## src/fixed_partition_fit_allocator_core_assert.svh

```systemverilog
// Assertion macros for the fixed-partition allocator.
// Included by the top level; needs nothing else.
`ifndef FIXED_PARTITION_FIT_ALLOCATOR_CORE_ASSERT_SVH
`define FIXED_PARTITION_FIT_ALLOCATOR_CORE_ASSERT_SVH

// Same-cycle implication, disabled while reset is low.
`define FPFA_ASSERT_NOW(lbl, ck, rstn, ante, cons) \
  lbl: assert property (@(posedge ck) disable iff (!(rstn)) (ante) |-> (cons)) \
    else $error("fpfa: same-cycle check failed");

// Next-cycle implication, disabled while reset is low.
`define FPFA_ASSERT_NEXT(lbl, ck, rstn, ante, cons) \
  lbl: assert property (@(posedge ck) disable iff (!(rstn)) (ante) |=> (cons)) \
    else $error("fpfa: next-cycle check failed");

`endif

```

## src/fpfa_pkg.sv

```systemverilog
// Shared constants, codes and types of the fixed-partition allocator.
// No dependencies; the interfaces, the cell and the top level refer to it by scoped names.
package fpfa_pkg;

  localparam int NUM_BLOCKS    = 4;
  localparam int NUM_PROCESSES = 16;
  localparam int SIZE_BITS     = 16;

  // Fixed field widths of the channels
  localparam int ACTION_W = 1;
  localparam int PID_W    = 4;
  localparam int REQ_W    = 16;
  localparam int STATUS_W = 3;
  localparam int BIDX_W   = 2;
  localparam int GRANT_W  = 16;

  localparam int IDX_W      = (NUM_BLOCKS > 1) ? $clog2(NUM_BLOCKS) : 1;
  localparam int CNT_W      = $clog2(NUM_BLOCKS + 1);
  localparam int PROC_IDX_W = (NUM_PROCESSES > 1) ? $clog2(NUM_PROCESSES) : 1;
  localparam int CMP_W      = (SIZE_BITS > REQ_W) ? SIZE_BITS : REQ_W;

  // Configuration port
  localparam int DATA_W      = 32;
  localparam int PADDR_W     = 5;
  localparam int REG_IDX_W   = 3;
  localparam int MODE_W      = 2;
  localparam int BIU_W       = 3;
  localparam int SIZE_FLD_W  = 16;
  localparam int NUM_SIZE_REGS = 4;

  localparam logic [REG_IDX_W-1:0] REG_FIT_MODE      = 3'd0;
  localparam logic [REG_IDX_W-1:0] REG_BLOCKS_IN_USE = 3'd1;
  localparam logic [REG_IDX_W-1:0] REG_SIZE_BLOCK_0  = 3'd2;

  localparam logic [MODE_W-1:0] FIT_FIRST = 2'd0;
  localparam logic [MODE_W-1:0] FIT_BEST  = 2'd1;
  localparam logic [MODE_W-1:0] FIT_WORST = 2'd2;

  localparam logic [BIU_W-1:0] BIU_RESET = 3'd4;

  localparam logic [ACTION_W-1:0] ACT_ALLOC = 1'b0;
  localparam logic [ACTION_W-1:0] ACT_FREE  = 1'b1;

  localparam logic [STATUS_W-1:0] ST_ALLOC = 3'd0;
  localparam logic [STATUS_W-1:0] ST_NOFIT = 3'd1;
  localparam logic [STATUS_W-1:0] ST_HOLDS = 3'd2;
  localparam logic [STATUS_W-1:0] ST_FREED = 3'd3;
  localparam logic [STATUS_W-1:0] ST_NONE  = 3'd4;

  // Search token handed from cell to cell
  typedef struct packed {
    logic                  vld;
    logic                  found;
    logic [IDX_W-1:0]      idx;
    logic [SIZE_BITS-1:0]  size;
    logic [REQ_W-1:0]      req;
    logic [MODE_W-1:0]     mode;
    logic [CNT_W-1:0]      limit;
  } cand_t;

  // Per-cell control from the sequencer
  typedef struct packed {
    logic size_we;
    logic set_busy;
    logic clr_busy;
  } cell_ctl_t;

endpackage

```

## src/fpfa_ifs.sv

```systemverilog
// Valid/ready channel interfaces for requests and results.
// Depends on fpfa_pkg for field widths.
interface fpfa_req_if;
  logic                          valid;
  logic                          ready;
  logic [fpfa_pkg::ACTION_W-1:0] action;
  logic [fpfa_pkg::PID_W-1:0]    process_id;
  logic [fpfa_pkg::REQ_W-1:0]    request_size;

  modport source (output valid, action, process_id, request_size, input ready);
  modport sink   (input valid, action, process_id, request_size, output ready);
endinterface

interface fpfa_res_if;
  logic                          valid;
  logic                          ready;
  logic [fpfa_pkg::STATUS_W-1:0] status;
  logic [fpfa_pkg::BIDX_W-1:0]   block_index;
  logic [fpfa_pkg::GRANT_W-1:0]  granted_size;

  modport source (output valid, status, block_index, granted_size, input ready);
  modport sink   (input valid, status, block_index, granted_size, output ready);
endinterface

```

## src/fpfa_cell.sv

```systemverilog
// One partition cell: holds its size and busy bit, folds itself into the
// passing search token and registers it for the next cell. Uses fpfa_pkg.
module fpfa_cell (
  input  logic                           clk,
  input  logic                           rst_n,
  input  logic [fpfa_pkg::IDX_W-1:0]     cell_idx,
  input  fpfa_pkg::cell_ctl_t            ctl,
  input  logic [fpfa_pkg::SIZE_BITS-1:0] size_wdata,
  input  fpfa_pkg::cand_t                cand_i,
  output fpfa_pkg::cand_t                cand_o,
  output logic [fpfa_pkg::SIZE_BITS-1:0] size_o,
  output logic                           busy_o
);

  logic [fpfa_pkg::SIZE_BITS-1:0] size_r;
  logic                           busy_r;
  fpfa_pkg::cand_t                cand_r, cand_nxt;
  logic                           fits;
  logic                           take;

  always_comb begin
    fits = (fpfa_pkg::CNT_W'(cell_idx) < cand_i.limit) && !busy_r &&
           (fpfa_pkg::CMP_W'(size_r) >= fpfa_pkg::CMP_W'(cand_i.req));
    take = 1'b0;
    if (fits) begin
      if (!cand_i.found) begin
        take = 1'b1;
      end else if (cand_i.mode == fpfa_pkg::FIT_BEST) begin
        take = size_r < cand_i.size;
      end else if (cand_i.mode == fpfa_pkg::FIT_WORST) begin
        take = size_r > cand_i.size;
      end
    end
    cand_nxt = cand_i;
    if (take) begin
      cand_nxt.found = 1'b1;
      cand_nxt.idx   = cell_idx;
      cand_nxt.size  = size_r;
    end
  end

  always_ff @(posedge clk) begin
    if (!rst_n) begin
      size_r     <= '0;
      busy_r     <= 1'b0;
      cand_r.vld <= 1'b0;
    end else begin
      if (ctl.size_we) begin
        size_r <= size_wdata;
      end
      if (ctl.set_busy) begin
        busy_r <= 1'b1;
      end else if (ctl.clr_busy) begin
        busy_r <= 1'b0;
      end
      cand_r.vld <= cand_nxt.vld;
    end
  end

  // Token payload: no reset
  always_ff @(posedge clk) begin
    cand_r.found <= cand_nxt.found;
    cand_r.idx   <= cand_nxt.idx;
    cand_r.size  <= cand_nxt.size;
    cand_r.req   <= cand_nxt.req;
    cand_r.mode  <= cand_nxt.mode;
    cand_r.limit <= cand_nxt.limit;
  end

  assign cand_o = cand_r;
  assign size_o = size_r;
  assign busy_o = busy_r;

endmodule

```

## src/fixed_partition_fit_allocator_core.sv

```systemverilog
// Flow: one request at a time; a new request is taken only after the last
//   result has entered the output register. The search token walks the cell
//   chain one partition per cycle, then the commit registers the result.
// Reset (rst_n low, synchronous): every partition free, no process owns one,
//   fit_mode first fit, blocks_in_use 4, partition sizes zero.
// Depends on fpfa_pkg, fpfa_ifs, fpfa_cell and the assertion macro header.
`include "fixed_partition_fit_allocator_core_assert.svh"

module fixed_partition_fit_allocator_core (
  input  logic                         clk,
  input  logic                         rst_n,
  fpfa_req_if.sink                     in_ch,
  fpfa_res_if.source                   out_ch,
  input  logic                         cfg_psel,
  input  logic                         cfg_penable,
  input  logic                         cfg_pwrite,
  input  logic [fpfa_pkg::PADDR_W-1:0] cfg_paddr,
  input  logic [fpfa_pkg::DATA_W-1:0]  cfg_pwdata,
  output logic [fpfa_pkg::DATA_W-1:0]  cfg_prdata,
  output logic                         cfg_pready
);

  localparam int NB = fpfa_pkg::NUM_BLOCKS;
  localparam int NP = fpfa_pkg::NUM_PROCESSES;

  // Sequencer states
  localparam logic [1:0] S_IDLE = 2'd0;
  localparam logic [1:0] S_SCAN = 2'd1;
  localparam logic [1:0] S_HOLD = 2'd2;

  logic [1:0] state_r, state_nxt;

  // Configuration registers
  logic [fpfa_pkg::MODE_W-1:0]    fit_mode_r;
  logic [fpfa_pkg::BIU_W-1:0]     biu_r;
  logic                           cfg_wr;
  logic [fpfa_pkg::REG_IDX_W-1:0] reg_idx;
  logic [fpfa_pkg::SIZE_BITS-1:0] size_wdata;
  logic [fpfa_pkg::CNT_W-1:0]     limit_c;

  // Latched request
  logic [fpfa_pkg::ACTION_W-1:0]  act_r;
  logic [fpfa_pkg::PID_W-1:0]     pid_r;
  logic [fpfa_pkg::PROC_IDX_W-1:0] pidx;
  logic                           pid_ok;

  // Ownership table, one entry per process
  logic [NP-1:0]                  own_vld_r;
  logic [fpfa_pkg::IDX_W-1:0]     own_idx_r [NP];
  logic                           own_vld_c;
  logic [fpfa_pkg::IDX_W-1:0]     own_idx_c;

  // Cell chain
  fpfa_pkg::cand_t                inj;
  fpfa_pkg::cand_t                chain [NB];
  fpfa_pkg::cell_ctl_t            ctl [NB];
  logic [fpfa_pkg::SIZE_BITS-1:0] cell_size [NB];
  logic [NB-1:0]                  busy_vec;
  logic [NB-1:0]                  chain_vld;
  fpfa_pkg::cand_t                last;

  // Commit and result
  logic                           in_acc;
  logic                           commit_go;
  logic                           alloc_ok;
  logic                           free_ok;
  logic                           out_free;
  logic [fpfa_pkg::STATUS_W-1:0]  res_status;
  logic [fpfa_pkg::IDX_W-1:0]     res_idx;
  logic [fpfa_pkg::SIZE_BITS-1:0] res_size;
  logic [fpfa_pkg::STATUS_W-1:0]  hold_status_r;
  logic [fpfa_pkg::IDX_W-1:0]     hold_idx_r;
  logic [fpfa_pkg::SIZE_BITS-1:0] hold_size_r;
  logic                           out_vld_r;
  logic [fpfa_pkg::STATUS_W-1:0]  out_status_r;
  logic [fpfa_pkg::IDX_W-1:0]     out_idx_r;
  logic [fpfa_pkg::SIZE_BITS-1:0] out_size_r;

  // ---------------------------------------------------------------------
  // Configuration port: writes complete in the access phase, no wait states
  // ---------------------------------------------------------------------
  assign cfg_pready = 1'b1;
  assign cfg_wr     = cfg_psel && cfg_penable && cfg_pwrite;
  assign reg_idx    = cfg_paddr[fpfa_pkg::PADDR_W-1:2];
  assign size_wdata = fpfa_pkg::SIZE_BITS'(cfg_pwdata[fpfa_pkg::SIZE_FLD_W-1:0]);

  always_ff @(posedge clk) begin
    if (!rst_n) begin
      fit_mode_r <= fpfa_pkg::FIT_FIRST;
      biu_r      <= fpfa_pkg::BIU_RESET;
    end else if (cfg_wr) begin
      if (reg_idx == fpfa_pkg::REG_FIT_MODE) begin
        fit_mode_r <= cfg_pwdata[fpfa_pkg::MODE_W-1:0];
      end
      if (reg_idx == fpfa_pkg::REG_BLOCKS_IN_USE) begin
        biu_r <= cfg_pwdata[fpfa_pkg::BIU_W-1:0];
      end
    end
  end

  // Read-back; size registers beyond the built partitions read as zero
  always_comb begin
    cfg_prdata = '0;
    unique case (reg_idx)
      fpfa_pkg::REG_FIT_MODE:      cfg_prdata = fpfa_pkg::DATA_W'(fit_mode_r);
      fpfa_pkg::REG_BLOCKS_IN_USE: cfg_prdata = fpfa_pkg::DATA_W'(biu_r);
      default: begin
        for (int k = 0; k < NB; k++) begin
          if (k < fpfa_pkg::NUM_SIZE_REGS &&
              reg_idx == fpfa_pkg::REG_SIZE_BLOCK_0 + fpfa_pkg::REG_IDX_W'(k)) begin
            cfg_prdata = fpfa_pkg::DATA_W'(cell_size[k]);
          end
        end
      end
    endcase
  end

  // Saturate the partition count at the number of cells
  assign limit_c = (32'(biu_r) > NB) ? fpfa_pkg::CNT_W'(NB) : fpfa_pkg::CNT_W'(biu_r);

  // ---------------------------------------------------------------------
  // Request acceptance: the beat itself enters the first cell as a token
  // ---------------------------------------------------------------------
  assign in_ch.ready = (state_r == S_IDLE);
  assign in_acc      = in_ch.valid && in_ch.ready;

  always_comb begin
    inj       = '0;
    inj.vld   = in_acc;
    inj.req   = in_ch.request_size;
    inj.mode  = fit_mode_r;
    inj.limit = limit_c;
  end

  always_ff @(posedge clk) begin
    if (in_acc) begin
      act_r <= in_ch.action;
      pid_r <= in_ch.process_id;
    end
  end

  // ---------------------------------------------------------------------
  // Cell chain: one partition per cell, token advances one cell a cycle
  // ---------------------------------------------------------------------
  for (genvar k = 0; k < NB; k++) begin : g_cell
    fpfa_cell u_cell (
      .clk        (clk),
      .rst_n      (rst_n),
      .cell_idx   (fpfa_pkg::IDX_W'(k)),
      .ctl        (ctl[k]),
      .size_wdata (size_wdata),
      .cand_i     ((k == 0) ? inj : chain[(k == 0) ? 0 : k - 1]),
      .cand_o     (chain[k]),
      .size_o     (cell_size[k]),
      .busy_o     (busy_vec[k])
    );
    assign chain_vld[k] = chain[k].vld;
  end

  assign last = chain[NB-1];

  // ---------------------------------------------------------------------
  // Commit: decide the status and update ownership once the token leaves
  // the last cell
  // ---------------------------------------------------------------------
  assign pid_ok    = (32'(pid_r) < NP);
  assign pidx      = fpfa_pkg::PROC_IDX_W'(pid_r);
  assign own_vld_c = pid_ok && own_vld_r[pidx];
  assign own_idx_c = own_idx_r[pidx];
  assign commit_go = (state_r == S_SCAN) && last.vld;

  always_comb begin
    alloc_ok   = 1'b0;
    free_ok    = 1'b0;
    res_status = fpfa_pkg::ST_NOFIT;
    res_idx    = '0;
    res_size   = '0;
    if (act_r == fpfa_pkg::ACT_FREE) begin
      if (own_vld_c) begin
        free_ok    = 1'b1;
        res_status = fpfa_pkg::ST_FREED;
        res_idx    = own_idx_c;
        res_size   = cell_size[own_idx_c];
      end else begin
        res_status = fpfa_pkg::ST_NONE;
      end
    end else if (!pid_ok) begin
      res_status = fpfa_pkg::ST_NOFIT;
    end else if (own_vld_c) begin
      res_status = fpfa_pkg::ST_HOLDS;
    end else if (last.found) begin
      alloc_ok   = 1'b1;
      res_status = fpfa_pkg::ST_ALLOC;
      res_idx    = last.idx;
      res_size   = last.size;
    end
  end

  // Per-cell control: size writes from the config port, busy from commit
  always_comb begin
    for (int k = 0; k < NB; k++) begin
      ctl[k].size_we  = cfg_wr && (k < fpfa_pkg::NUM_SIZE_REGS) &&
                        (reg_idx == fpfa_pkg::REG_SIZE_BLOCK_0 + fpfa_pkg::REG_IDX_W'(k));
      ctl[k].set_busy = commit_go && alloc_ok && (last.idx == fpfa_pkg::IDX_W'(k));
      ctl[k].clr_busy = commit_go && free_ok && (own_idx_c == fpfa_pkg::IDX_W'(k));
    end
  end

  always_ff @(posedge clk) begin
    if (!rst_n) begin
      own_vld_r <= '0;
    end else if (commit_go && alloc_ok) begin
      own_vld_r[pidx] <= 1'b1;
    end else if (commit_go && free_ok) begin
      own_vld_r[pidx] <= 1'b0;
    end
  end

  always_ff @(posedge clk) begin
    if (commit_go && alloc_ok) begin
      own_idx_r[pidx] <= last.idx;
    end
  end

  // ---------------------------------------------------------------------
  // Sequencer and output register; hold the result if the sink stalls
  // ---------------------------------------------------------------------
  assign out_free = !out_vld_r || out_ch.ready;

  always_comb begin
    state_nxt = state_r;
    unique case (state_r)
      S_IDLE: if (in_acc) state_nxt = S_SCAN;
      S_SCAN: if (commit_go) state_nxt = out_free ? S_IDLE : S_HOLD;
      S_HOLD: if (out_free) state_nxt = S_IDLE;
      default: state_nxt = S_IDLE;
    endcase
  end

  always_ff @(posedge clk) begin
    if (!rst_n) begin
      state_r   <= S_IDLE;
      out_vld_r <= 1'b0;
    end else begin
      state_r <= state_nxt;
      if ((commit_go || state_r == S_HOLD) && out_free) begin
        out_vld_r <= 1'b1;
      end else if (out_ch.ready) begin
        out_vld_r <= 1'b0;
      end
    end
  end

  always_ff @(posedge clk) begin
    if (commit_go && !out_free) begin
      hold_status_r <= res_status;
      hold_idx_r    <= res_idx;
      hold_size_r   <= res_size;
    end
    if (commit_go && out_free) begin
      out_status_r <= res_status;
      out_idx_r    <= res_idx;
      out_size_r   <= res_size;
    end else if (state_r == S_HOLD && out_free) begin
      out_status_r <= hold_status_r;
      out_idx_r    <= hold_idx_r;
      out_size_r   <= hold_size_r;
    end
  end

  assign out_ch.valid        = out_vld_r;
  assign out_ch.status       = out_status_r;
  assign out_ch.block_index  = fpfa_pkg::BIDX_W'(out_idx_r);
  assign out_ch.granted_size = fpfa_pkg::GRANT_W'(out_size_r);

  // ---------------------------------------------------------------------
  // Checks
  // ---------------------------------------------------------------------
  // One request in flight: never more than one token in the chain
  `FPFA_ASSERT_NOW(a_one_token, clk, rst_n, 1'b1, $countones(chain_vld) <= 1)
  // A token leaves the chain only while the sequencer waits for it
  `FPFA_ASSERT_NOW(a_token_in_scan, clk, rst_n, last.vld, state_r == S_SCAN)
  // Every owning process holds exactly one busy partition
  `FPFA_ASSERT_NOW(a_owner_busy, clk, rst_n, 1'b1,
                   $countones(own_vld_r) == $countones(busy_vec))
  // An accepted beat starts a scan
  `FPFA_ASSERT_NEXT(a_accept_scan, clk, rst_n, in_acc, state_r == S_SCAN)

endmodule
```

## src/flat_wrapper.sv

```systemverilog
// flat-port wrapper written by rule: the top's interface ports become plain ports
module fixed_partition_fit_allocator_core_flat 
  (clk, rst_n, cfg_psel, cfg_penable, cfg_pwrite, cfg_paddr, cfg_pwdata, cfg_prdata, cfg_pready, in_ch_valid, in_ch_action, in_ch_process_id, in_ch_request_size, in_ch_ready, out_ch_valid, out_ch_status, out_ch_block_index, out_ch_granted_size, out_ch_ready);
  fpfa_req_if in_ch_i ();
  fpfa_res_if out_ch_i ();
  input  logic clk;
  input  logic rst_n;
  input  logic cfg_psel;
  input  logic cfg_penable;
  input  logic cfg_pwrite;
  input  logic [fpfa_pkg::PADDR_W-1:0] cfg_paddr;
  input  logic [fpfa_pkg::DATA_W-1:0] cfg_pwdata;
  output logic [fpfa_pkg::DATA_W-1:0] cfg_prdata;
  output logic cfg_pready;
  input wire logic [$bits(in_ch_i.valid)-1:0] in_ch_valid;
  input wire logic [$bits(in_ch_i.action)-1:0] in_ch_action;
  input wire logic [$bits(in_ch_i.process_id)-1:0] in_ch_process_id;
  input wire logic [$bits(in_ch_i.request_size)-1:0] in_ch_request_size;
  output wire logic [$bits(in_ch_i.ready)-1:0] in_ch_ready;
  output wire logic [$bits(out_ch_i.valid)-1:0] out_ch_valid;
  output wire logic [$bits(out_ch_i.status)-1:0] out_ch_status;
  output wire logic [$bits(out_ch_i.block_index)-1:0] out_ch_block_index;
  output wire logic [$bits(out_ch_i.granted_size)-1:0] out_ch_granted_size;
  input wire logic [$bits(out_ch_i.ready)-1:0] out_ch_ready;
  assign in_ch_i.valid = in_ch_valid;
  assign in_ch_i.action = in_ch_action;
  assign in_ch_i.process_id = in_ch_process_id;
  assign in_ch_i.request_size = in_ch_request_size;
  assign in_ch_ready = in_ch_i.ready;
  assign out_ch_valid = out_ch_i.valid;
  assign out_ch_status = out_ch_i.status;
  assign out_ch_block_index = out_ch_i.block_index;
  assign out_ch_granted_size = out_ch_i.granted_size;
  assign out_ch_i.ready = out_ch_ready;
  fixed_partition_fit_allocator_core u_core (.clk(clk), .rst_n(rst_n), .in_ch(in_ch_i), .out_ch(out_ch_i), .cfg_psel(cfg_psel), .cfg_penable(cfg_penable), .cfg_pwrite(cfg_pwrite), .cfg_paddr(cfg_paddr), .cfg_pwdata(cfg_pwdata), .cfg_prdata(cfg_prdata), .cfg_pready(cfg_pready));
endmodule
```

## config.mk

```make
export PLATFORM = sky130hd
export DESIGN_NAME = fixed_partition_fit_allocator_core_flat
export DESIGN_NICKNAME = d
export VERILOG_FILES = /design/src/fpfa_pkg.sv /design/src/fpfa_ifs.sv /design/src/fpfa_cell.sv /design/src/fixed_partition_fit_allocator_core.sv /design/src/flat_wrapper.sv
export VERILOG_INCLUDE_DIRS = /design/src /design/src/src
export SDC_FILE = /design/constraint.sdc
export NUM_CORES = 1
export LEC_CHECK = 0
export BUFFER_PORTS_ARGS = -buffer_cell sky130_fd_sc_hd__buf_2
export CORE_ASPECT_RATIO = 0.8
export CORE_MARGIN = 5
export CORE_UTILIZATION = 54
export DETAILED_ROUTE_END_ITERATION = 10
export PLACE_DENSITY_LB_ADDON = 0.05
export SKIP_LAST_GASP = 1
export SLEW_MARGIN = 20
export SYNTH_ARGS = -nofsm -noshare
export SYNTH_HDL_FRONTEND = slang
export SYNTH_SLANG_ARGS = --single-unit
export TNS_END_PERCENT = 50
```

## constraint.sdc

```tcl
create_clock -name clk -period 3.03 [get_ports clk]
set_clock_uncertainty 0.1 [all_clocks]
set_input_delay 0.606 -clock clk [delete_from_list [all_inputs] [get_ports clk]]
set_output_delay 0.606 -clock clk [all_outputs]
set_load 0.1 [all_outputs]
```

* Yosys cells after proc, flatten, opt, wreduce, memory -nomap -nowiden *
Memories as Yosys holds them, arrays and structs flattened. A register that Yosys moved wholly into a read port is not among the register bits.
Index checks and enable logic that the tools add are counted.

cells by class
  equality and inequality tests = 22
  reductions and logical operators = 53
  bitwise operators = 4
  mux-type cells = 73
  $lt $le $gt $ge = 18

operators with widths
  kind                  number
  $mux W16              14
  $mux W32              3
  $ge A16 B16 Y1        4
  $pmux W32 S2          1
  $gt A16 B16 Y1        3
  $lt A16 B16 Y1        3
  $mux W1               33
  $bmux W16 S2          1
  $logic_and A1 B1 Y1   31
  $mux W2               10
  $mux W19              1
  $mux W3               6
  $and A16 B16 Y16      1
  $eq A2 B2 Y1 const B  8
  $not A16 Y16          1
  $or A16 B16 Y16       1
  $reduce_bool A2 Y1    7
  $eq A2 B1 Y1 const B  6
  $eq A3 B2 Y1 const B  2
  $eq A3 B3 Y1 const B  2
  $logic_not A1 Y1      6
  $logic_not A2 Y1      3
  $lt A1 B3 Y1 const A  2
  $lt A2 B3 Y1 const A  2
  16 further kinds      19

storage, ports and cells
  logic and storage cells = 217
  register bits = 282
  memories = 1
  output and inout port bits = 56
  bits in writable memories = 32

memories
  name              words  bits a word  rd ports  clocked after memory_dff  write ports  line                                      text
  u_core.own_idx_r  16     2            1         1                         1            fixed_partition_fit_allocator_core.sv:49  logic [fpfa_pkg::IDX_W-1:0] own_idx_r [NP];

* Logic depth before layout (Yosys ltp) *
Gate-level depths: netlist of run 1.

  depth after elaboration = 8
  depth in mapped cells = 10
  mapped depth without buffers = 9

* Cells and area by module *
Synthesis of run 1 repeated with hierarchy kept, for this count alone.

second synthesis, totals
  cell total of the unflattened synthesis = 1560
  area total of the unflattened synthesis = 17120.2 µm²

modules (own cells, without submodules)
  module                              cells each  instances  area an instance (µm²)  seq. area each (µm²)
  fpfa_cell                           237         4          2590.0                  1161.1
  fixed_partition_fit_allocator_core  612         1          6760.2                  2932.8

* Least setup slack after synthesis of run 1 *
No wires, ideal clock.

  path kind = input to output
  start = input cfg_paddr[2] (netlist bit)
  end = output cfg_prdata[2] (netlist bit)
  data arrival time = 3.575 ns
  data required time = 2.324 ns
  buffers on the path = 2
  slack = -1.251 ns
  stages on the path = 4
  cell sequence = clkbuf_1 -> clkbuf_1 -> mux2i_1 -> o21ai_0

on the way
  longest elaborated chain between the ends = 6

RTL lines
  item                    line                                       text
  start: declaration      flat_wrapper.sv:11                         input logic [fpfa_pkg::PADDR_W-1:0] cfg_paddr;
  $eq A3 B2 Y1            fixed_partition_fit_allocator_core.sv:110  reg_idx == fpfa_pkg::REG_SIZE_BLOCK_0 + fpfa_pkg::REG_IDX_W'(k)) begin
  $mux W16                fixed_partition_fit_allocator_core.sv:109  if (k < fpfa_pkg::NUM_SIZE_REGS &&
  $mux W32 (3 in series)  fixed_partition_fit_allocator_core.sv:109
  $pmux W32 S2 *          fixed_partition_fit_allocator_core.sv:104  unique case (reg_idx)
  end: declaration        flat_wrapper.sv:13                         output logic [fpfa_pkg::DATA_W-1:0] cfg_prdata;

Every way passes the cells marked *; elsewhere a longest branch is shown, timed or not.

==> metrics.md, run 1 <==
| Metric | Value |
|---|---|
| Vias per cell | 5.55 |
| Leading area contributor after synthesis | dfxtp_1 |
| IO buf count | 85 |
| Number of inserted diodes | 0 |
| M2 GR Usage | 0.341 |
| Leading cell type in the layout, fill and taps excluded | dfxtp_1 |
| Die width | 194 um |
| Nets | 1676 |
| Yosys cell types | 63 |
| Type of the worst min-delay path | in2reg |
| Yosys reg bits | 313 |
| CP max FO | 10 |
| Fin crit period | 2.83 ns |
| Util after Layout | 0.645 |
| Fill count | 2133 |
| Data arrival time of the worst path | 3.11 ns |
| Mapped Area | 0.0146 mm2 |
| Total gr overflow | 0 |
| DRC Markers | 0 |
| Tot Pwr | 9.05 mW |
| Clock Pin Slew Worst Setup and Hold Paths | 0.06 ns |
| Final HPWL from detailed placement | 28200 um |
| Worst path max stage delay | 0.37 ns |
| Synth warn | 0 |
| Via count | 10500 |
| Hold_buf cts | 0 |
| P_leak | 6.94 nW |
| Core Area | 0.0265 mm2 |
| Die height | 157 um |
| Outcome | complete, no violations |
| Vias in the first global route | 9998 |
| Layout Cells excl Fill | 1882 |
| Register area share after synthesis | 0.484 |
| CP required | 3.31 ns |
| Post-DRT Antenna Nets | 0 |
| Most frequent cells in the layout | dfxtp_1, nand2_1, inv_1, ha_1, edfxtp_1 |
| Async SR Flop Fraction | 0 |
| Clock Power Share | 0.452 |
| Root buffer cell | clkbuf_16 |
| Fraction of layout cells with a size suffix above 1 | 0.210 |
| Pre-Repair DR Iteration Count | 6 |
| Max transition margin | 0.556 |
| Startpoint types | register |
| Row count | 53 |
| Mean Syn Cell Area | 10.5 um2 |
| Fin. max-slew vios | 0 |
| Largest cells by area after synthesis | dfxtp_1, edfxtp_1, ha_1 |
| CTS Buf Count | 34 |
| P per Cell Area | 530 mW/mm2 |
| Final worst path period share | 0.935 |
| Total Routing Usage GR | 0.241 |
| Setup CP Type | reg2reg |
| DIE AREA | 0.0304 mm2 |
| RD Place Congestion | 0.882 |
| Finish-stage setup viols | 0 |
| Starting density of the core | 0.551 |
| DP Cell Count | 1820 |
| WL per Instance | 19.7 um |
| Maxcap violations | 0 |
| Cells after Synth | 1388 |
| Top cell type's share of synthesized area | 0.321 |
| Tightest Pin Transition | 0.666 ns |
| Sw Share | 0.227 |
| Clock Latency Late Sink | 0.51 ns |
| Critical Path End Type | register |
| RSZ-0062 raised after global routing | no |
| Sw power | 2.05 mW |
| Antenna violations before repair | 0 |
| DRC marker count from the first detailed-route iteration | 988 |
| Met1 GRT Util | 0.390 |
| H-Tree Depth | 2 |
| Slowest CP cell | mux2_2 |
| CP Cell Sequence | inv_1 > ha_1 > a21oi_1 > o21ai_1 > a2111oi_2 > a211oi_1 > o311a_1 > nor3_2 > buf_4 > mux2_2 |
| CTS tree | done |
| Clock buffer depth | 3 |
| Largest net degree at the start of global routing | 39 |
| Sequential power share | 0.484 |
| Post-route setup TNS | 0 ns |
| Area grow syn2layout | 17.1% |
| EDFF count, synth | 79 |
| Busiest layer in global routing | met1 |
| Top Ports | 121 |
| Max frequency | 353 MHz |
| Comb pwr share | 0.064 |
| First-pass GRT wire length | 57700 um |
| Int Power | 7.00 mW |
| Worst VDD drop | 0.365 mV |
| Fin. Hold Viols | 0 |
| Synth Flop Type | dfxtp_1 |
| Final wirelength | 37100 um |
| Global Route met3 Usage | 0.0347 |
| Num Clock Sinks | 313 |
## power groups by stage
stage | registers (mW) | logic (mW) | clock network, mW
after global placement | 4.47 | 0.566 | 0
after CTS | 4.38 | 0.578 | 4.16
after global routing | 4.38 | 0.622 | 4.36
after floorplan | 4.44 | 0.424 | 0
after detailed placement | 4.47 | 0.576 | 0
final | 4.38 | 0.583 | 4.09
## Yosys cell counts, drive strengths merged (2+ instances only)
cell type	number
clkbuf	43
o211ai	7
a21o	13
nand2b	15
o22ai	15
a2111oi	4
a21boi	65
a21oi	38
and2	5
a221oi	2
edfxtp	79
nand3	12
mux2	72
nand4	19
dfxtp	234
or3	5
o21ai	42
nor4	4
nor2	40
or4	3
conb	2
nor2b	34
o21a	2
mux4	10
o221a	16
o31ai	2
and3	5
o221ai	16
o311a	2
nand2	190
inv	122
a211oi	11
nor3	14
buf	33
ha	112
mux2i	76
or2	8
a211o	2
## flip-flops by register name, summed over array words and instances, names as in the netlist, named ones only
name and count:
u_core.fit_mode_r 2, u_core.hold_idx_r 2, u_core.act_r 1, u_core.g_cell.u_cell.busy_o 4, u_core.out_ch.valid 1, u_core.biu_r 3, u_core.out_ch.granted_size 16, u_core.state_r 2
u_core.hold_size_r 16, u_core.hold_status_r 3, u_core.out_ch.status 3, u_core.pid_r 4, u_core.g_cell.u_cell.size_o 64, u_core.own_idx_r 32, u_core.g_cell.u_cell.cand_o 138, u_core.out_ch.block_index 2
## through the flow
stage                     setup slack (ns)  hold slack, ns  instance area, um2
after global routing                0.0886          0.0849               17100
after floorplan                     -0.102           0.210               14700
after global placement               0.151           0.220               15900
after CTS                           0.0849          0.0896               17000
final                                0.198           0.110               17100
after detailed placement            0.0922           0.217               15900
## layer usage
layer / up-vias / wire length, um
met2: 320 / 15000
li1: 5076 / -
met5: - / 0
met4: 0 / 551
met3: 44 / 2380
met1: 5013 / 19200
## layout make-up
| type | count | area [um2] | area share |
|---|---|---|---|
| Sequential cell | 313 | 7060 | 0.413 |
| Multi-Input combinational cell | 892 | 6850 | 0.401 |
| Timing Repair Buffer | 136 | 1140 | 0.0668 |
| Clock buffer | 48 | 997 | 0.0584 |
| Inverter | 122 | 458 | 0.0268 |
| Tap cell | 357 | 447 | 0.0262 |
| Clock inverter | 14 | 120 | 0.00704 |
## worst max-delay path: cells and delay by family (launching register included)
kind                     cells  cell delay, ns
AO/OA/AOI/OAI                5            1.12
adder cells (fa/ha/maj)      1            0.29
buffers and inverters        2            0.28
flip-flops                   1            0.34
multiplexers                 1            0.37
AND/OR/NAND/NOR              1            0.20
## cells by family (layout without fill, tap and decap cells)
logic type	after synthesis	after routing	synth area share
flip-flops	313	313	0.484
AND/OR/NAND/NOR	357	357	0.115
AO/OA/AOI/OAI	248	248	0.122
multiplexers	158	158	0.123
buffers and inverters	198	320	0.0592
other	2	17	0.000515
adder cells (fa/ha/maj)	112	112	0.0961
## worst paths after layout
check	start	end	slack, ns	depth (start not counted)
setup / recovery	u_core.g_cell[1].u_cell.cand_o[30]	u_core.g_cell[2].u_cell.cand_o[28]	0.20	10
hold / removal	in_ch_request_size[14]	u_core.g_cell[0].u_cell.cand_o[19]	0.11	1
setup reg to reg	u_core.g_cell[1].u_cell.cand_o[30]	u_core.g_cell[2].u_cell.cand_o[28]	0.20	10
hold reg to reg	u_core.g_cell[0].u_cell.cand_o[0]	u_core.g_cell[1].u_cell.cand_o[0]	0.23	0
## what timing repair did
| action | in CTS | in global routing |
|---|---|---|
| hold endpoints to repair | 0 | 0 |
| endpoints found under the setup margin | 0 | 44 |
| resized for setup | 0 | 6 |
| buffers inserted | 0 | 0 |
Power figures use the tool's default switching activity.
==> run 2, diff against run 1 <==
- ABC_AREA: default -> 1
- CTS_CLUSTER_DIAMETER: default -> 100
==> metrics.md, run 2 <==
| Metric | Value |
|---|---|
| Worst VDD drop | 0.556 mV |
| P per Cell Area | 549 mW/mm2 |
| Final worst path period share | 0.938 |
| Die width | 195 um |
| Hold_buf cts | 0 |
| # resized after CTS | 0 |
| Largest cells by area after synthesis | dfxtp_1, edfxtp_1, nand2_1 |
| DIE AREA | 0.0310 mm2 |
| Antenna violations before repair | 0 |
| Fin. max-slew vios | 0 |
| Finish-stage setup viols | 0 |
| Most common cell in the synthesized netlist | nand2_1 |
| Die height | 158 um |
| Type of the worst min-delay path | in2reg |
| Mean Syn Cell Area | 8.12 um2 |
| Yosys cell types | 42 |
| Reg-to-reg endpoint | u_core.out_ch.granted_size[6] |
| First-pass GRT wire length | 61700 um |
| Total gr overflow | 0 |
| WL per Instance | 17.1 um |
| Vias in the first global route | 11400 |
| Final HPWL from detailed placement | 30600 um |
| Max frequency | 352 MHz |
| Clock Pin Slew Worst Setup and Hold Paths | 0.06 ns |
| Number of inserted diodes | 0 |
| Hold wc startpoint | in_ch_request_size[11] |
| CTS Buf Count | 34 |
| Max transition margin | 0.280 |
| Top Ports | 121 |
| Synth Flop Type | dfxtp_1 |
| Cells after Synth | 1830 |
| H-Tree Depth | 2 |
| P_leak | 7.89 nW |
| Clock Latency Late Sink | 0.51 ns |
| Row count | 54 |
| Fin. Hold Viols | 0 |
| Leading area contributor after synthesis | dfxtp_1 |
| CP required | 2.32 ns |
| CP max FO | 9 |
| Starting density of the core | 0.546 |
| Max reg flops | 138 |
| Num Clock Sinks | 313 |
| Setup CP Type | in2out |
| Root buffer cell | clkbuf_16 |
| Util after Layout | 0.626 |
| Area grow syn2layout | 14.7% |
| Critical Path End Type | primary output |
| Outcome | complete, no violations |
| Leading cell type in the layout, fill and taps excluded | nand2_1 |
| Post-DRT Antenna Nets | 0 |
| Pre-Repair DR Iteration Count | 6 |
| Data arrival time of the worst path | 2.14 ns |
| RSZ-0062 raised after global routing | no |
| CTS tree | done |
| Clock buffer depth | 3 |
| Tightest Pin Transition | 1.08 ns |
| Synth warn | 0 |
| Fraction of layout cells with a size suffix above 1 | 0.119 |
| IO buf count | 85 |
| Yosys reg bits | 313 |
| Async SR Flop Fraction | 0 |
| Hold slack | 0.115 ns |
| Vias per cell | 5.29 |
| Worst Hold Depth | 1 |
| EDFF count, synth | 79 |
| Nets | 2109 |
| DRC Markers | 0 |
| Startpoint types | primary input |
| Register area share after synthesis | 0.475 |
| Mapped Area | 0.0149 mm2 |
| Fin crit period | 2.84 ns |
| Total Routing Usage GR | 0.252 |
| Largest net degree at the start of global routing | 33 |
| Top cell type's share of synthesized area | 0.315 |
| Synth top cells by count | nand2_1, inv_1, dfxtp_1 |
| Final wirelength | 39700 um |
| Post-route setup TNS | 0 ns |
| Via count | 12300 |
| Reg2Reg Setup Slack | 0.33 ns |
| Worst R2R Path Depth | 13 |
| Worst Hold Path EP | u_core.g_cell[0].u_cell.cand_o[16] |
| Core Area | 0.0272 mm2 |
| Most frequent cells in the layout | nand2_1, inv_1, dfxtp_1, a21oi_1, o21ai_0 |
| RD Place Congestion | 0.945 |
| Maxcap violations | 0 |
| # Post-CTS Setup Buffers | 0 |
| DRC marker count from the first detailed-route iteration | 921 |
[run 2: cell count changes after synthesis, sizes merged, moves of 76 or more]
cell / before / now
nand3: 12 / 110
o21ai: 42 / 140
nor2: 40 / 125
nand2: 190 / 418
inv: 122 / 301
a21oi: 38 / 144
mux2i: 76 / 0
[run 2: worst max-delay path by stage]
stage	from	endpoint	slack, ns	cells past startpoint
finish	cfg_paddr[2]	cfg_prdata[0]	0.19	8
global route	register	u_core.out_ch.granted_size[6]	0.09	14
detailed placement	cfg_paddr[2]	cfg_prdata[0]	0.22	8
global placement	cfg_paddr[2]	cfg_prdata[0]	0.24	8
floorplan	cfg_paddr[2]	cfg_prdata[0]	-0.04	4
CTS	cfg_paddr[2]	cfg_prdata[0]	0.21	8
[run 2: power breakdown]
group	switching, mW	leakage (nW)	internal (mW)
Clock	1.61	0.519	2.37
Combinational	0.706	4.74	0.289
Sequential	0.0463	2.63	4.34
Total	2.36	7.89	7.00
[run 2: cell type report]
cell class	count	area [um2]
tap	364	455
multi-input combinational	1155	6310
sequential	313	7060
clock inverter	2	11.3
inverter	303	1150
clock buffer	59	1060
timing repair buffer	125	1000
fill	2456	10200
[run 2: cell families after synthesis]
| kind of cell | share of synthesized area |
|---|---|
| AO/OA/AOI/OAI | 0.127 |
| adder cells (fa/ha/maj) | 0.0943 |
| buffers and inverters | 0.105 |
| flip-flops | 0.475 |
| other | 0.000505 |
| AND/OR/NAND/NOR | 0.199 |
[run 2: metal layers]
metal | wire (um) | track usage | vias to the layer above
met5 | 0 | 0 | -
met4 | 867 | 0.0658 | 0
met3 | 2940 | 0.0423 | 63
met2 | 16800 | 0.382 | 419
met1 | 19100 | 0.377 | 5688
li1 | - | - | 6110
[run 2: worst max-delay path, stage by stage]
cell and delay [ns]:
buf_2 0.10, inv_1 0.09, nor3_2 0.26, inv_1 0.25, o22ai_1 0.19, a221oi_1 0.08
o211ai_1 0.10, buf_2 0.45
[run 2: metrics by stage]
| stage | instance area, um2 | total power [mW] | cells | setup WS [ns] |
|---|---|---|---|---|
| 5_1_grt | 17000 | 9.72 | 2321 | 0.0865 |
| 6_report | 17000 | 9.36 | 2321 | 0.187 |
| 3_5_place_dp | 16000 | 5.45 | 2260 | 0.219 |
| 3_3_place_gp | 16000 | 5.43 | 2260 | 0.242 |
| 2_1_floorplan | 14900 | 5.16 | 1845 | -0.0382 |
| 4_1_cts | 17000 | 9.42 | 2321 | 0.215 |
==> run 3, diff against run 2 <==
- REMOVE_ABC_BUFFERS: default -> 1
==> metrics.md, run 3 (same netlist as run 2, synthesis figures left out) <==
| Metric | Value |
|---|---|
| Global Route met3 Usage | 0.0480 |
| CTS Buf Count | 34 |
| Clock Pin Slew Worst Setup and Hold Paths | 0.06 ns |
| Starting density of the core | 0.546 |
| Fin. max-slew vios | 0 |
| Die width | 195 um |
| Pre-Repair DR Iteration Count | 7 |
| Area grow syn2layout | 15.6% |
| Vias in the first global route | 11900 |
| Core Area | 0.0272 mm2 |
| Hold_buf cts | 0 |
| Startpoint types | primary input |
| First-pass GRT wire length | 65000 um |
| CP max FO | 12 |
| Pre-CTS setup slack | 0.133 ns |
| Final wirelength | 42100 um |
| Util after Layout | 0.631 |
| Largest net degree at the start of global routing | 49 |
| Max reg flops | 138 |
| Die height | 158 um |
| Max frequency | 354 MHz |
| DRC Markers | 0 |
| Max transition margin | 0.313 |
| DRC marker count from the first detailed-route iteration | 1075 |
| P per Cell Area | 571 mW/mm2 |
| Fill count | 2390 |
| Post-DRT Antenna Nets | 0 |
| WL per Instance | 18.1 um |
| CP required | 2.32 ns |
| Final HPWL from detailed placement | 31500 um |
| Total Routing Usage GR | 0.269 |
| Num Clock Sinks | 313 |
| Final WS setup | 0.206 ns |
| Nets | 2112 |
| Critical Path End Type | primary output |
| CTS tree | done |
| Total gr overflow | 0 |
| Worst VDD drop | 0.401 mV |
| Maxcap violations | 0 |
| Post-route setup TNS | 0 ns |
| Root buffer cell | clkbuf_16 |
| DIE AREA | 0.0310 mm2 |
| H-Tree Depth | 2 |
| Clock buffer depth | 3 |
| Row count | 54 |
| Final worst path period share | 0.932 |
| Tightest Pin Transition | 1.03 ns |
| IO buf count | 85 |
| Busiest layer in global routing | met2 |
| Setup CP Type | in2out |
| Fin. Hold Viols | 0 |
| RD Place Congestion | 0.917 |
| Finish-stage setup viols | 0 |
| Type of the worst min-delay path | in2reg |
| Outcome | complete, no violations |
| Most frequent cells in the layout | nand2_1, inv_1, dfxtp_1, a21oi_1, o21ai_0 |
| RSZ-0062 raised after global routing | no |
| Vias per cell | 5.34 |
| Hold slack | 0.113 ns |
| Top Ports | 121 |
| # resized after CTS | 0 |
| Number of inserted diodes | 0 |
| Leading cell type in the layout, fill and taps excluded | nand2_1 |
| Antenna violations before repair | 0 |
| Fraction of layout cells with a size suffix above 1 | 0.128 |
| # Post-CTS Setup Buffers | 0 |
| Data arrival time of the worst path | 2.12 ns |
| M2 GR Usage | 0.405 |
| Fin crit period | 2.82 ns |
| P_leak | 7.97 nW |
| Via count | 12400 |
| Clock Latency Late Sink | 0.51 ns |
| Met1 GRT Util | 0.400 |
==> run 3: cell count changes in the layout (fill, tap and decap cells not counted), sizes merged <==
cell	before	now
buf	125	128
clkinv	3	11
clkinvlp	0	1
clkbuf	59	46
bufinv	0	4
==> run 3: final timing paths <==
check / from / end / slack [ns] / cells past startpoint
setup / recovery: cfg_paddr[4] / cfg_prdata[9] / 0.21 / 10
hold / removal: in_ch_request_size[9] / u_core.g_cell[0].u_cell.cand_o[14] / 0.11 / 1
setup reg to reg: register / u_core.out_ch.granted_size[3] / 0.29 / 15
hold reg to reg: u_core.g_cell[0].u_cell.cand_o[0] / u_core.g_cell[1].u_cell.cand_o[0] / 0.23 / 0
==> run 3: layout make-up <==
type / count / area, um2 / area share
flip-flops and latches: 313 / 7060 / 0.411
multi-input cells: 1155 / 6310 / 0.367
inverters: 303 / 1150 / 0.0667
clock buffers: 46 / 1040 / 0.0606
repair buffers: 128 / 986 / 0.0574
well taps: 364 / 455 / 0.0265
clock inverters: 15 / 180 / 0.0105
==> run 3: routing by layer <==
| metal | up-vias | routed length (um) |
|---|---|---|
| met5 | - | 0 |
| met4 | 0 | 1090 |
| met3 | 83 | 3550 |
| met2 | 496 | 17500 |
| met1 | 5719 | 19900 |
| li1 | 6101 | - |
==> run 3: critical path, stage by stage <==
cell     delay [ns]
buf_2          0.12
inv_2          0.03
nor2_1         0.07
inv_1          0.07
nor2_1         0.32
inv_1          0.12
buf_4          0.22
o22ai_1        0.24
inv_1          0.12
buf_12         0.18
==> run 3: power by group <==
| group | total [mW] | leakage [nW] | switching (mW) | internal (mW) |
|---|---|---|---|---|
| logic | 0.980 | 4.74 | 0.704 | 0.276 |
| registers | 4.39 | 2.63 | 0.0549 | 4.34 |
| clock network | 4.43 | 0.608 | 1.68 | 2.75 |
| total | 9.80 | 7.97 | 2.44 | 7.37 |
==> run 3: through the flow <==
step / std cells / total power [mW] / cell area [um2]
floorplan: 1771 / 5.08 / 14500
global placement: 2263 / 5.42 / 16000
detailed placement: 2263 / 5.44 / 16000
CTS: 2324 / 9.87 / 17200
global route: 2324 / 10.2 / 17200
finish: 2324 / 9.80 / 17200
